**src/pirt_ram.sv**
```systemverilog
`timescale 1ns / 1ps
`default_nettype none
// ----------------------------------------------------------------------------
// pirt_ram
// Single-port synchronous RAM with a registered read.
// ----------------------------------------------------------------------------
module pirt_ram #(
	parameter int unsigned WIDTH = 8,
	parameter int unsigned DEPTH = 16
) (
	input  wire                     clk,
	input  wire                     we,
	input  wire [$clog2(DEPTH)-1:0] addr,
	input  wire [WIDTH-1:0]         wdata,
	output logic [WIDTH-1:0]        rdata
);

	logic [WIDTH-1:0] mem [DEPTH];

	always_ff @(posedge clk) begin
		if (we) begin
			mem[addr] <= wdata;
		end
		rdata <= mem[addr];
	end

endmodule
`default_nettype wire

```
**config.mk**
```make
export PLATFORM = sky130hd
export DESIGN_NAME = pirt_ram
export DESIGN_NICKNAME = d
export VERILOG_FILES = /design/src/pirt_ram.sv
export SDC_FILE = /design/constraint.sdc
export NUM_CORES = 1
export LEC_CHECK = 0
export BUFFER_PORTS_ARGS = -buffer_cell sky130_fd_sc_hd__buf_2
export CORE_UTILIZATION = 50
export CTS_CLUSTER_DIAMETER = 150
export DETAILED_ROUTE_END_ITERATION = 10
export PLACE_DENSITY = 0.78
export SLEW_MARGIN = 30
export SYNTH_ARGS = -nofsm -noshare
export SYNTH_HDL_FRONTEND = slang
export SYNTH_SLANG_ARGS = --single-unit
```
**constraint.sdc**
```tcl
create_clock -name clk -period 2.01 [get_ports clk]
set_input_delay 0.603 -clock clk [delete_from_list [all_inputs] [get_ports clk]]
set_output_delay 0.603 -clock clk [all_outputs]
set_load 0.05 [all_outputs]
```
; After elaboration in Yosys (flattened, before gate mapping)
; Memory sizes are Yosys's and may differ from the RTL's. A register that Yosys moved wholly into a read port is not among the register bits.
; Index checks and enable logic that the tools add are counted.
[totals]
ff_bits = 0
ram_bits = 128
input_bits = 14
output_inout_bits = 8
word_cells = 3
mem_count = 1
[memory_table]
columns = memory, depth, width, read_ports, rd_ports_with_merged_regs, write_ports, line_no
row1 = mem, 16, 8, 1, 1, 1, 18  ; logic [WIDTH-1:0] mem [DEPTH];
[op_classes]
muxes = 2
[ops]
columns = op, n
row1 = $mux W1, 2

; Logic depth before layout (Yosys ltp)
; Gate-level depths: netlist of run 1.
[depth]
word_depth = 2
depth_mapped = 5
ltp_nobuf = 3

; Least setup slack after synthesis of run 1
; No wires, ideal clock.
[synth_path]
path_kind = input-to-reg
from = input addr[2]
to = memory mem[0][0], enable pin
setup_time_ps = 383
arrival_time_ps = 1713
t_required_ps = 1627
setup_slack_ps = -86
path_stages = 2
path_buffers = 0
path_cell_list = or3b_2 nor3_1
[synth_lines]
columns = element, line_no
row1 = "start, declared", 13  ; input wire [$clog2(DEPTH)-1:0] addr,
row2 = "end, declared", 18
; No word-level cell before the write port.

; Worst setup path after layout of run 1
[layout_path]
from = register rdata[5], read port of mem
to = output rdata[5]
[layout_lines]
columns = element, line_no
row1 = "start, declared", 15  ; output logic [WIDTH-1:0] rdata
; No word-level cell between the ends.

==> metrics.log, run 1 <==
[metrics] CTS H-tree lvls: 4
[metrics] required time of the worst setup path: around 1.4 ns
[metrics] cts hold-fix bufs: 0
[metrics] buffer depth of the longest clock path: 2
[metrics] CTS tree: yes
[metrics] number of antenna violations at the first check in global routing: 0
[metrics] First-pass DRT Iterations: 4
[metrics] final slew viol count: 0
[metrics] Min Clock Period, post-route: ~1.8 ns
[metrics] Peak VDD IR: 0.001258 V
[metrics] setup repair after global routing missed its margin: no
[metrics] number of placement rows: 36
[metrics] maximum number of pins on one net before global-route repair: 26
[metrics] total global routing overflow: 0
[metrics] CTS sink cnt: ~140
[metrics] starting utilization of the core area: between 50 and 60%
[metrics] Synth area leader: edfxtp_1
[metrics] Slowest Stage Delay on Critical Path: between 0.3 and 0.4 ns
[metrics] Resized Gates After CTS: 0
[metrics] total core area: 0.009819 mm^2
[metrics] Worst Setup Path Type: reg2out
[metrics] kind of cell with the highest combined delay on the critical path: flip-flops
[metrics] count of antenna diodes in the layout: 0
[metrics] Post-Synthesis Net Count: around 240
[metrics] list of cells traversed by the critical path: buf_2
[metrics] num ports: 22
[metrics] clock skew after layout: about 0.006 ns
[metrics] mean post-synth cell area: between 20 and 25 um^2
[metrics] Global Route met3 Usage: under 10%
[metrics] number of setup buffers added after CTS: 0
[metrics] height of the die: slightly above 100 um
[metrics] area share of the largest cell type after synthesis: approximately three quarters
[metrics] number of DRC violations after detailed routing: 0
[metrics] cell with the largest stage delay on the worst path: dfxtp_1
[metrics] Routed WL per cell: 23.63 um
[metrics] Leakage Power: about 2.1 nW
[metrics] commonest non-fill, non-tap cell in the layout: edfxtp_1
[metrics] distinct cell type count of the synthesized netlist: 18
[metrics] fraction of final layout cells with drive strength greater than 1: 38.28%
[metrics] die area: 0.01054 mm^2
[metrics] outcome: completed
[metrics] # fillers: 654
[metrics] maximum achievable frequency: 0.5665 GHz
[metrics] Worst-path clk slew: about 0.06 ns
[metrics] Final Routed Wirelength: just over 10 mm
[metrics] global routing met1 resource utilization: between 20 and 30%
[metrics] global-route layer with the greatest usage: met2
[metrics] vias in the first global route: around 2800
[metrics] fraction of the cycle the final worst path needs: slightly below 90%
[metrics] fraction of met2 tracks used by global routing: between 30 and 40%
[metrics] maximum fanout count along the critical path: 1
[metrics] Gate Count Post-Synth: between 200 and 250
[metrics] number of DRC violations after detailed-routing iteration 0: between 200 and 300
[metrics] summed negative setup slack over all endpoints: 0 ns
[metrics] Hold Worst Slack: between 0.4 and 0.5 ns
[metrics] GP Congestion: between 0.7 and 0.8
[metrics] vias post-DR: between 2000 and 2500
[metrics] antenna-violating nets left: 0
[metrics] Crit path arrival time: about 1.2 ns
[metrics] number of failing setup endpoints in the final timing report: 0
[metrics] Die Span X: roughly 100 um
[metrics] TritonCTS Buffers: 17
[metrics] ratio of total power to cell area: approximately 1100 mW/mm^2
[metrics] CTS root buffer: clkbuf_8
[metrics] fraction of the core area covered by cells at the end of the flow: between 60 and 70%
[metrics] sort of element at the start of the critical path: flop
[metrics] leading post-synthesis cells by cell area: edfxtp_1 (76%), mux4_2 (14%), dfxtp_1 (3.2%), a22oi_1 (2.4%), nor2_1 (0.96%)
[metrics] worst path buffer plus inverter count: 1
[metrics] post-synthesis register bit count: between 100 and 150
[metrics] average vias per placed instance: 5.672
[metrics] total global routing track utilization: 22.02%
[metrics] Relative slew margins: between 40% and 50%
[metrics] highest-count cells in the layout ignoring fill and taps: edfxtp_1 (128), mux4_2 (32), buf_4 (27)
[metrics] Area growth, synth to finish: 23.28%
[metrics] Mapped Area: a little over 0.005 mm^2
[metrics] fraction of the yosys area taken by sequential cells: roughly 79%
[metrics] Clk Latency, worst-skew pair: approximately 0.53 ns
[metrics] net count reported at finish: between 300 and 400
[metrics] sum of net half-perimeters after detailed placement: between 6 and 7 mm
[metrics] Tightest Pin Transition: 0.8238 ns
[metrics] final hold violation count: 0
[metrics] total number of yosys warnings: 0
[metrics] global-route wire length before repair: 15.42 mm
[metrics] type of the worst min-delay path: in2reg
[metrics] number of buffer cells added on primary ports: 21
[metrics] kind of capture point of the worst setup path: primary output
[metrics] # Max-Cap Violations: 0
==> cell type report <==
type	instances	area, um^2	share of cell area, %
sequential	136	4004	64.09
multi-input combinational	83	1008	16.14
clock buffer	19	431.7	6.910
timing repair buffer	52	387.9	6.209
clock inverter	13	249.0	3.986
tap	133	166.4	2.664
==> path summary, 6_finish.rpt <==
| path | startpoint | endpoint | slack [ns] | depth (start not counted) |
|---|---|---|---|---|
| setup / recovery | rdata[5] | rdata[5] | 0.24 | 1 |
| hold reg to reg | mem[14][6] | rdata[6] | 0.68 | 3 |
| hold / removal | wdata[4] | mem[13][4] | 0.47 | 1 |
| setup reg to reg | mem[10][3] | rdata[3] | 0.63 | 3 |
==> Yosys cell counts <==
library cell and count:
edfxtp_1 128, mux4_2 32, a22oi_1 16, nor2_1 13
nand2_1 9, dfxtp_1 8, buf_1 4, nor3_1 4
buf_2 2, buf_6 2, clkbuf_1 2, nand2b_1 2
nand3b_1 2, nor2b_1 2, and2_1 1, clkbuf_2 1
nand3_1 1, or3b_2 1
==> layer usage <==
layer,wire length (um),part of all wire [%]
met1,4019,39
met2,5352,52
met3,787,7.6
met4,141,1.4
met5,0,0
==> where the power goes <==
part	internal [mW]	switching, mW	total, mW
registers	3.17	0.0210	3.19
logic	0.145	0.239	0.384
clock network	2.42	1.13	3.55
==> flip-flops by register name (all words and copies together) (netlist names) <==
name,flops
mem,128
rdata,8
==> stage by stage <==
stage	power (mW)	instance area (um^2)	setup slack, ns	cells
after global placement	3.615	5567	-0.05272	404
after global routing	7.327	6247	0.1745	436
final	7.127	6247	0.2447	436
after floorplan	3.474	5072	-0.03111	230
after detailed placement	3.630	5567	-0.05829	404
after CTS	7.175	6247	0.1994	436
==> cells by family (layout without fill, tap and decap cells) <==
| logic type | after synthesis | in the layout | share of synthesized area (%) |
|---|---|---|---|
| AO/OA/AOI/OAI | 16 | 16 | 2.370 |
| AND/OR/NAND/NOR | 35 | 35 | 3.210 |
| buffers and inverters | 11 | 84 | 1.185 |
| multiplexers | 32 | 32 | 14.22 |
| flip-flops | 136 | 136 | 79.01 |
(Power assumes the default switching activity.)
==> run 2, diff against run 1 <==
--- a/config.mk
+++ b/config.mk
@@ -10,6 +10,7 @@
 export CTS_CLUSTER_DIAMETER = 150
 export DETAILED_ROUTE_END_ITERATION = 10
 export PLACE_DENSITY = 0.78
+export REMOVE_ABC_BUFFERS = 1
 export SLEW_MARGIN = 30
 export SYNTH_ARGS = -nofsm -noshare
 export SYNTH_HDL_FRONTEND = slang
==> run 2 against run 1 <==
  * Wire length fell by 6.6%
  * Cell count is 0.92% higher
  * Flip-flop and latch count is the same
  * Global-route usage shrank 1.2 points
  * Clock power is 16% lower
  * Non-clock buffer count grew 4
  * Critical path depth unchanged
  * First-iteration DRC count shrank 25%
  * Sequential share of layout area grew 0.96 points
  * Combinational power fell by 2%
  * Critical endpoint is now rdata[3]
  * Largest power group is now sequential cells
  * Highest routed layer unchanged
==> metrics.log, run 2 (same netlist as run 1, synthesis figures left out) <==
[metrics] outcome: completed (unchanged)
[metrics] vias in the first global route: 2598 (was 2754)
[metrics] First-pass DRT Iterations: 4 (unchanged)
[metrics] number of placement rows: 36 (unchanged)
[metrics] total global routing overflow: 0 (unchanged)
[metrics] CTS tree: yes (unchanged)
[metrics] cell internal pwr: 5.191 mW (was 5.734 mW)
[metrics] worst path buffer plus inverter count: 1 (unchanged)
[metrics] number of placed cells counting well taps: 408 (was 404)
[metrics] Tightest Pin Transition: 0.3493 ns (was 0.8238 ns)
[metrics] worst setup margin: 0.2484 ns (was 0.2447 ns)
[metrics] required time of the worst setup path: 1.41 ns (about the same)
[metrics] final slew viol count: 0 (unchanged)
[metrics] switching share of total power: 20.73% (was 19.55%)
[metrics] sum of net half-perimeters after detailed placement: 6.211 mm (was 6.187 mm)
[metrics] GP Congestion: 0.7719 (was 0.7362)
[metrics] Leakage Power: 2.081 nW (was 2.128 nW)
[metrics] total core area: 0.009819 mm^2 (unchanged)
[metrics] Die Span X: 102.7 um (unchanged)
[metrics] die area: 0.01054 mm^2 (unchanged)
[metrics] cts hold-fix bufs: 0 (unchanged)
[metrics] fraction of the core area covered by cells at the end of the flow: 62.68% (was 63.62%)
[metrics] number of failing setup endpoints in the final timing report: 0 (unchanged)
[metrics] Routed WL per cell: 21.87 um (was 23.63 um)
[metrics] number of DRC violations after detailed routing: 0 (unchanged)
[metrics] net count reported at finish: 308 (was 304)
[metrics] Final Routed Wirelength: 9.623 mm (was 10.30 mm)
[metrics] count of antenna diodes in the layout: 0 (unchanged)
[metrics] CTS sink cnt: 136 (unchanged)
[metrics] Worst-path clk slew: 0.06 ns (about the same)
[metrics] Crit path arrival time: 1.16 ns (about the same)
[metrics] CTS H-tree lvls: 4 (unchanged)
[metrics] num ports: 22 (unchanged)
[metrics] starting utilization of the core area: 51.61% (unchanged)
[metrics] vias post-DR: 2466 (was 2473)
[metrics] clock share of power: 45.5% (was 49.8%)
[metrics] maximum number of pins on one net before global-route repair: 25 (was 26)
[metrics] TritonCTS Buffers: 17 (unchanged)
[metrics] Hold Worst Slack: 0.4725 ns (was 0.4654 ns)
[metrics] flip-flop count of the largest register after layout: 128 (unchanged)
[metrics] CTS root buffer: clkbuf_8 (unchanged)
[metrics] final hold violation count: 0 (unchanged)
[metrics] # Max-Cap Violations: 0 (unchanged)
[metrics] maximum achievable frequency: 0.5677 GHz (was 0.5665 GHz)
[metrics] fraction of the cycle the final worst path needs: 87.64% (was 87.83%)
[metrics] NetSw: 1.357 mW (was 1.393 mW)
[metrics] number of antenna violations at the first check in global routing: 0 (unchanged)
[metrics] setup repair after global routing missed its margin: no (unchanged)
[metrics] power share of the combinational group: 5.7% (was 5.4%)
[metrics] highest-count cells in the layout ignoring fill and taps: edfxtp_1 (128), mux4_2 (32), buf_4 (32) (was edfxtp_1 (128), mux4_2 (32), buf_4 (27))
[metrics] largest registers: mem (128), rdata (8) (unchanged)
[metrics] cell with the largest stage delay on the worst path: dfxtp_1 (unchanged)
[metrics] Relative slew margins: 76.53% (was 44.97%)
[metrics] Slowest Stage Delay on Critical Path: 0.36 ns (about the same)
[metrics] number of setup buffers added after CTS: 0 (unchanged)
[metrics] list of cells traversed by the critical path: buf_2 (unchanged)
[metrics] Clk Latency, worst-skew pair: 0.52 ns (was 0.53 ns)
[metrics] sort of element at the start of the critical path: flop (unchanged)
[metrics] maximum fanout count along the critical path: 1 (unchanged)
[metrics] Peak VDD IR: 0.0004677 V (was 0.001258 V)
[metrics] clock skew after layout: 0.007411 ns (was 0.005938 ns)
[metrics] Min Clock Period, post-route: 1.762 ns (was 1.765 ns)
[metrics] post-route non-filler standard cell count: 440 (was 436)
[metrics] part of the power in registers: 48.8% (was 44.8%)
[metrics] fraction of final layout cells with drive strength greater than 1: 38.11% (was 38.28%)
[metrics] placement-stage worst setup slack: -0.02055 ns (was -0.05829 ns)
[metrics] buffer depth of the longest clock path: 2 (unchanged)
[metrics] total global routing track utilization: 20.85% (was 22.02%)
[metrics] Worst Setup Path Type: reg2out (unchanged)
[metrics] Area growth, synth to finish: 21.46% (was 23.28%)
[metrics] ratio of total power to cell area: 1064 mW/mm^2 (was 1141 mW/mm^2)
[metrics] global-route wire length before repair: 14.88 mm (was 15.42 mm)
[metrics] register containing the most flip-flops in the final layout: mem (unchanged)
[metrics] kind of cell with the highest combined delay on the critical path: flip-flops (unchanged)
[metrics] number of DRC violations after detailed-routing iteration 0: 199 (was 265)
[metrics] average vias per placed instance: 5.605 (was 5.672)
[metrics] Resized Gates After CTS: 0 (unchanged)
[metrics] number of buffer cells added on primary ports: 21 (unchanged)
[metrics] type of the worst min-delay path: in2reg (unchanged)
[metrics] commonest non-fill, non-tap cell in the layout: edfxtp_1 (unchanged)
[metrics] height of the die: 102.7 um (unchanged)
[metrics] kind of capture point of the worst setup path: primary output (unchanged)
[metrics] post-layout total power: 6.548 mW (was 7.127 mW)
[metrics] antenna-violating nets left: 0 (unchanged)
==> run 2: routing by layer <==
layer	wire length, um	vias to the layer above	share of wire, %	global-route usage, %
li1	-	1098	-	-
met1	3712	1256	39	25.59
met2	5025	98	52	34.21
met3	703	14	7.3	7.525
met4	182	0	1.9	7.582
met5	0	-	0	0
==> run 2: power by group through the flow <==
stage / clock network, mW / registers, mW / logic [mW]
detailed placement: 0 / 3.25 / 0.378
global route: 3.16 / 3.20 / 0.404
floorplan: 0 / 3.31 / 0.131
global placement: 0 / 3.25 / 0.369
finish: 2.98 / 3.20 / 0.376
CTS: 3.02 / 3.20 / 0.380
==> run 2: stage by stage <==
stage,TNS [ns],instance area [um^2]
finish,0,6155
global placement,0,5579
floorplan,-0.6870,5007
detailed placement,-0.02055,5579
global route,0,6155
CTS,0,6155
==> run 2: path summary, 6_finish.rpt <==
| check | start | end | slack [ns] | cells after the start |
|---|---|---|---|---|
| setup reg to reg | mem[0][7] | rdata[7] | 0.61 | 3 |
| hold / removal | wdata[2] | mem[5][2] | 0.47 | 1 |
| setup / recovery | rdata[3] | rdata[3] | 0.25 | 1 |
| hold reg to reg | mem[13][0] | rdata[0] | 0.67 | 3 |
==> run 2: layout make-up <==
type / instances / area (um^2)
Sequential cell: 136 / 4004
Fill cell: 660 / 3665
Multi-Input combinational cell: 83 / 1003
Clock buffer: 19 / 421.7
Timing Repair Buffer: 56 / 405.4
Tap cell: 133 / 166.4
Clock inverter: 13 / 153.9
==> run 3, diff against run 2 <==
--- a/config.mk
+++ b/config.mk
@@ -9,7 +9,7 @@
 export CORE_UTILIZATION = 50
 export CTS_CLUSTER_DIAMETER = 150
 export DETAILED_ROUTE_END_ITERATION = 10
-export PLACE_DENSITY = 0.78
+export PLACE_DENSITY = 0.73
 export REMOVE_ABC_BUFFERS = 1
 export SLEW_MARGIN = 30
 export SYNTH_ARGS = -nofsm -noshare
==> run 3 against run 2 <==
  * Largest cell class unchanged
  * Hold slack improved by 0.021 ns
  * Global-route usage decreased by 1.1 points
  * Cell count decreased by 1.8%
  * Non-clock buffer count decreased by 8
  * First-iteration DRC count increased by 6.5%
  * Via count decreased by 0.65%
  * Register-to-register slack improved by 0.05 ns
  * Sequential share of layout area increased by 0.97 points
==> metrics.log, run 3 (same netlist as run 1, synthesis figures left out) <==
[metrics] required time of the worst setup path: 1.41 ns (about the same)
[metrics] largest registers: mem (128), rdata (8) (unchanged)
[metrics] number of setup buffers added after CTS: 0 (unchanged)
[metrics] total global routing overflow: 0 (unchanged)
[metrics] number of buffer cells added on primary ports: 21 (unchanged)
[metrics] type of the worst min-delay path: in2reg (unchanged)
[metrics] count of cell instances traversed by the critical path: 1 (unchanged)
[metrics] Final Routed Wirelength: 9.447 mm (was 9.623 mm)
[metrics] average vias per placed instance: 5.671 (was 5.605)
[metrics] ratio of total power to cell area: 1067 mW/mm^2 (was 1064 mW/mm^2)
[metrics] number of placement rows: 36 (unchanged)
[metrics] highest-count cells in the layout ignoring fill and taps: edfxtp_1 (128), mux4_2 (32), buf_4 (25) (was edfxtp_1 (128), mux4_2 (32), buf_4 (32))
[metrics] Leakage Power: 2.040 nW (was 2.081 nW)
[metrics] # Max-Cap Violations: 0 (unchanged)
[metrics] endpoint of the most critical register-to-register path: rdata[5] (was rdata[7])
[metrics] starting utilization of the core area: 51.61% (unchanged)
[metrics] Relative slew margins: 50.90% (was 76.53%)
[metrics] commonest non-fill, non-tap cell in the layout: edfxtp_1 (unchanged)
[metrics] CTS H-tree lvls: 4 (unchanged)
[metrics] Peak VDD IR: 0.0006132 V (was 0.0004677 V)
[metrics] capturing element of the worst setup path: rdata[5] (was rdata[3])
[metrics] final slew viol count: 0 (unchanged)
[metrics] maximum fanout count along the critical path: 1 (unchanged)
[metrics] Min Clock Period, post-route: 1.733 ns (was 1.762 ns)
[metrics] sort of element at the start of the critical path: flop (unchanged)
[metrics] total core area: 0.009819 mm^2 (unchanged)
[metrics] GP Congestion: 0.7254 (was 0.7719)
[metrics] Crit path arrival time: 1.13 ns (was 1.16 ns)
[metrics] kind of cell with the highest combined delay on the critical path: flip-flops (unchanged)
[metrics] maximum achievable frequency: 0.5769 GHz (was 0.5677 GHz)
[metrics] area after detailed placement: 0.005507 mm^2 (was 0.005579 mm^2)
[metrics] post-layout total power: 6.473 mW (was 6.548 mW)
[metrics] beginning of the worst register-to-register path: mem[8][5] (was mem[0][7])
[metrics] number of antenna violations at the first check in global routing: 0 (unchanged)
[metrics] Resized Gates After CTS: 0 (unchanged)
[metrics] First-pass DRT Iterations: 4 (unchanged)
[metrics] list of cells traversed by the critical path: buf_2 (unchanged)
[metrics] final hold violation count: 0 (unchanged)
[metrics] CTS tree: yes (unchanged)
[metrics] fraction of the cycle the final worst path needs: 86.24% (was 87.64%)
[metrics] CTS sink cnt: 136 (unchanged)
[metrics] buffer depth of the longest clock path: 2 (unchanged)
[metrics] cell with the largest stage delay on the worst path: dfxtp_1 (unchanged)
[metrics] die area: 0.01054 mm^2 (unchanged)
[metrics] number of failing setup endpoints in the final timing report: 0 (unchanged)
[metrics] cts hold-fix bufs: 0 (unchanged)
[metrics] register containing the most flip-flops in the final layout: mem (unchanged)
[metrics] maximum number of pins on one net before global-route repair: 30 (was 25)
[metrics] design area: 0.006065 mm^2 (was 0.006155 mm^2)
[metrics] CTS root buffer: clkbuf_8 (unchanged)
[metrics] num ports: 22 (unchanged)
[metrics] Area growth, synth to finish: 19.68% (was 21.46%)
[metrics] total global routing track utilization: 19.75% (was 20.85%)
[metrics] outcome: completed (unchanged)
[metrics] sum of net half-perimeters after detailed placement: 5.868 mm (was 6.211 mm)
[metrics] antenna-violating nets left: 0 (unchanged)
[metrics] placement-stage worst setup slack: -0.07842 ns (was -0.02055 ns)
[metrics] setup repair after global routing missed its margin: no (unchanged)
[metrics] Clk Latency, worst-skew pair: 0.50 ns (was 0.52 ns)
[metrics] Worst Setup Path Type: reg2out (unchanged)
[metrics] global-route wire length before repair: 14.34 mm (was 14.88 mm)
[metrics] Hold Worst Slack: 0.4933 ns (was 0.4725 ns)
[metrics] net count reported at finish: 300 (was 308)
[metrics] kind of capture point of the worst setup path: primary output (unchanged)
[metrics] cell depth of the worst flop-to-flop path: 3 (unchanged)
[metrics] Slowest Stage Delay on Critical Path: 0.35 ns (was 0.36 ns)
[metrics] Tightest Pin Transition: 0.7351 ns (was 0.3493 ns)
[metrics] fraction of final layout cells with drive strength greater than 1: 35.45% (was 38.11%)
[metrics] vias in the first global route: 2577 (was 2598)
[metrics] number of DRC violations after detailed-routing iteration 0: 212 (was 199)
[metrics] launching instance or port of the critical path: rdata[5] (was rdata[3])
[metrics] flop-to-flop setup slack: 0.66 ns (was 0.61 ns)
[metrics] vias post-DR: 2450 (was 2466)
[metrics] TritonCTS Buffers: 17 (unchanged)
[metrics] count of antenna diodes in the layout: 0 (unchanged)
[metrics] height of the die: 102.7 um (unchanged)
[metrics] number of DRC violations after detailed routing: 0 (unchanged)
[metrics] Die Span X: 102.7 um (unchanged)
[metrics] Worst-path clk slew: 0.06 ns (about the same)
[metrics] summed negative setup slack over all endpoints: 0 ns (unchanged)
[metrics] Routed WL per cell: 21.87 um (about the same)
[metrics] clock skew after layout: 0.007553 ns (was 0.007411 ns)
[metrics] worst path buffer plus inverter count: 1 (unchanged)
[metrics] flip-flop count of the largest register after layout: 128 (unchanged)
[metrics] worst setup margin: 0.2766 ns (was 0.2484 ns)
run 3: cell types whose count changed in the layout (fill, tap and decap cells not counted), sizes merged:
| cell | change |
|---|---|
| clkinvlp | -4 |
| buf | -8 |
| inv | -1 |
| clkbuf | +1 |
| clkinv | +4 |
run 3: worst min path at each step:
stage | to | from | cells after the start | slack, ns
after detailed placement | rdata[2] | mem[15][2] | 3 | 0.67
after global placement | rdata[3] | mem[14][3] | 3 | 0.66
after global routing | mem[14][4] | wdata[4] | 1 | 0.49
after floorplan | rdata[0] | mem[14][0] | 3 | 0.63
after CTS | mem[6][4] | wdata[4] | 1 | 0.47
final | mem[3][2] | wdata[2] | 1 | 0.49
run 3: power breakdown:
part | total, mW | switching (mW) | leakage, nW | internal (mW)
registers | 3.19 | 0.0189 | 1.22 | 3.17
clock network | 2.91 | 1.05 | 0.272 | 1.86
logic | 0.368 | 0.231 | 0.544 | 0.136
total | 6.47 | 1.30 | 2.04 | 5.17
run 3: layout make-up:
cell class,count,area (um^2)
Tap cell,133,166.4
Multi-Input combinational cell,83,1003
Fill cell,711,3755
Clock inverter,12,132.6
Clock buffer,20,425.4
Timing Repair Buffer,48,332.8
Sequential cell,136,4004
run 3: through the flow:
| stage | util [%] | instances |
|---|---|---|
| after floorplan | - | 219 |
| after global routing | 61.76 | 432 |
| after detailed placement | 56.08 | 400 |
| after CTS | 61.76 | 432 |
| after global placement | 56.08 | 400 |
| final | 61.76 | 432 |
run 3: routing by layer:
layer	vias up	global-route usage (%)	share of wire, %
met5	-	0	0
met1	1279	26.61	42
li1	1070	-	-
met2	90	31.64	51
met3	11	4.000	5.5
met4	0	8.462	1.0
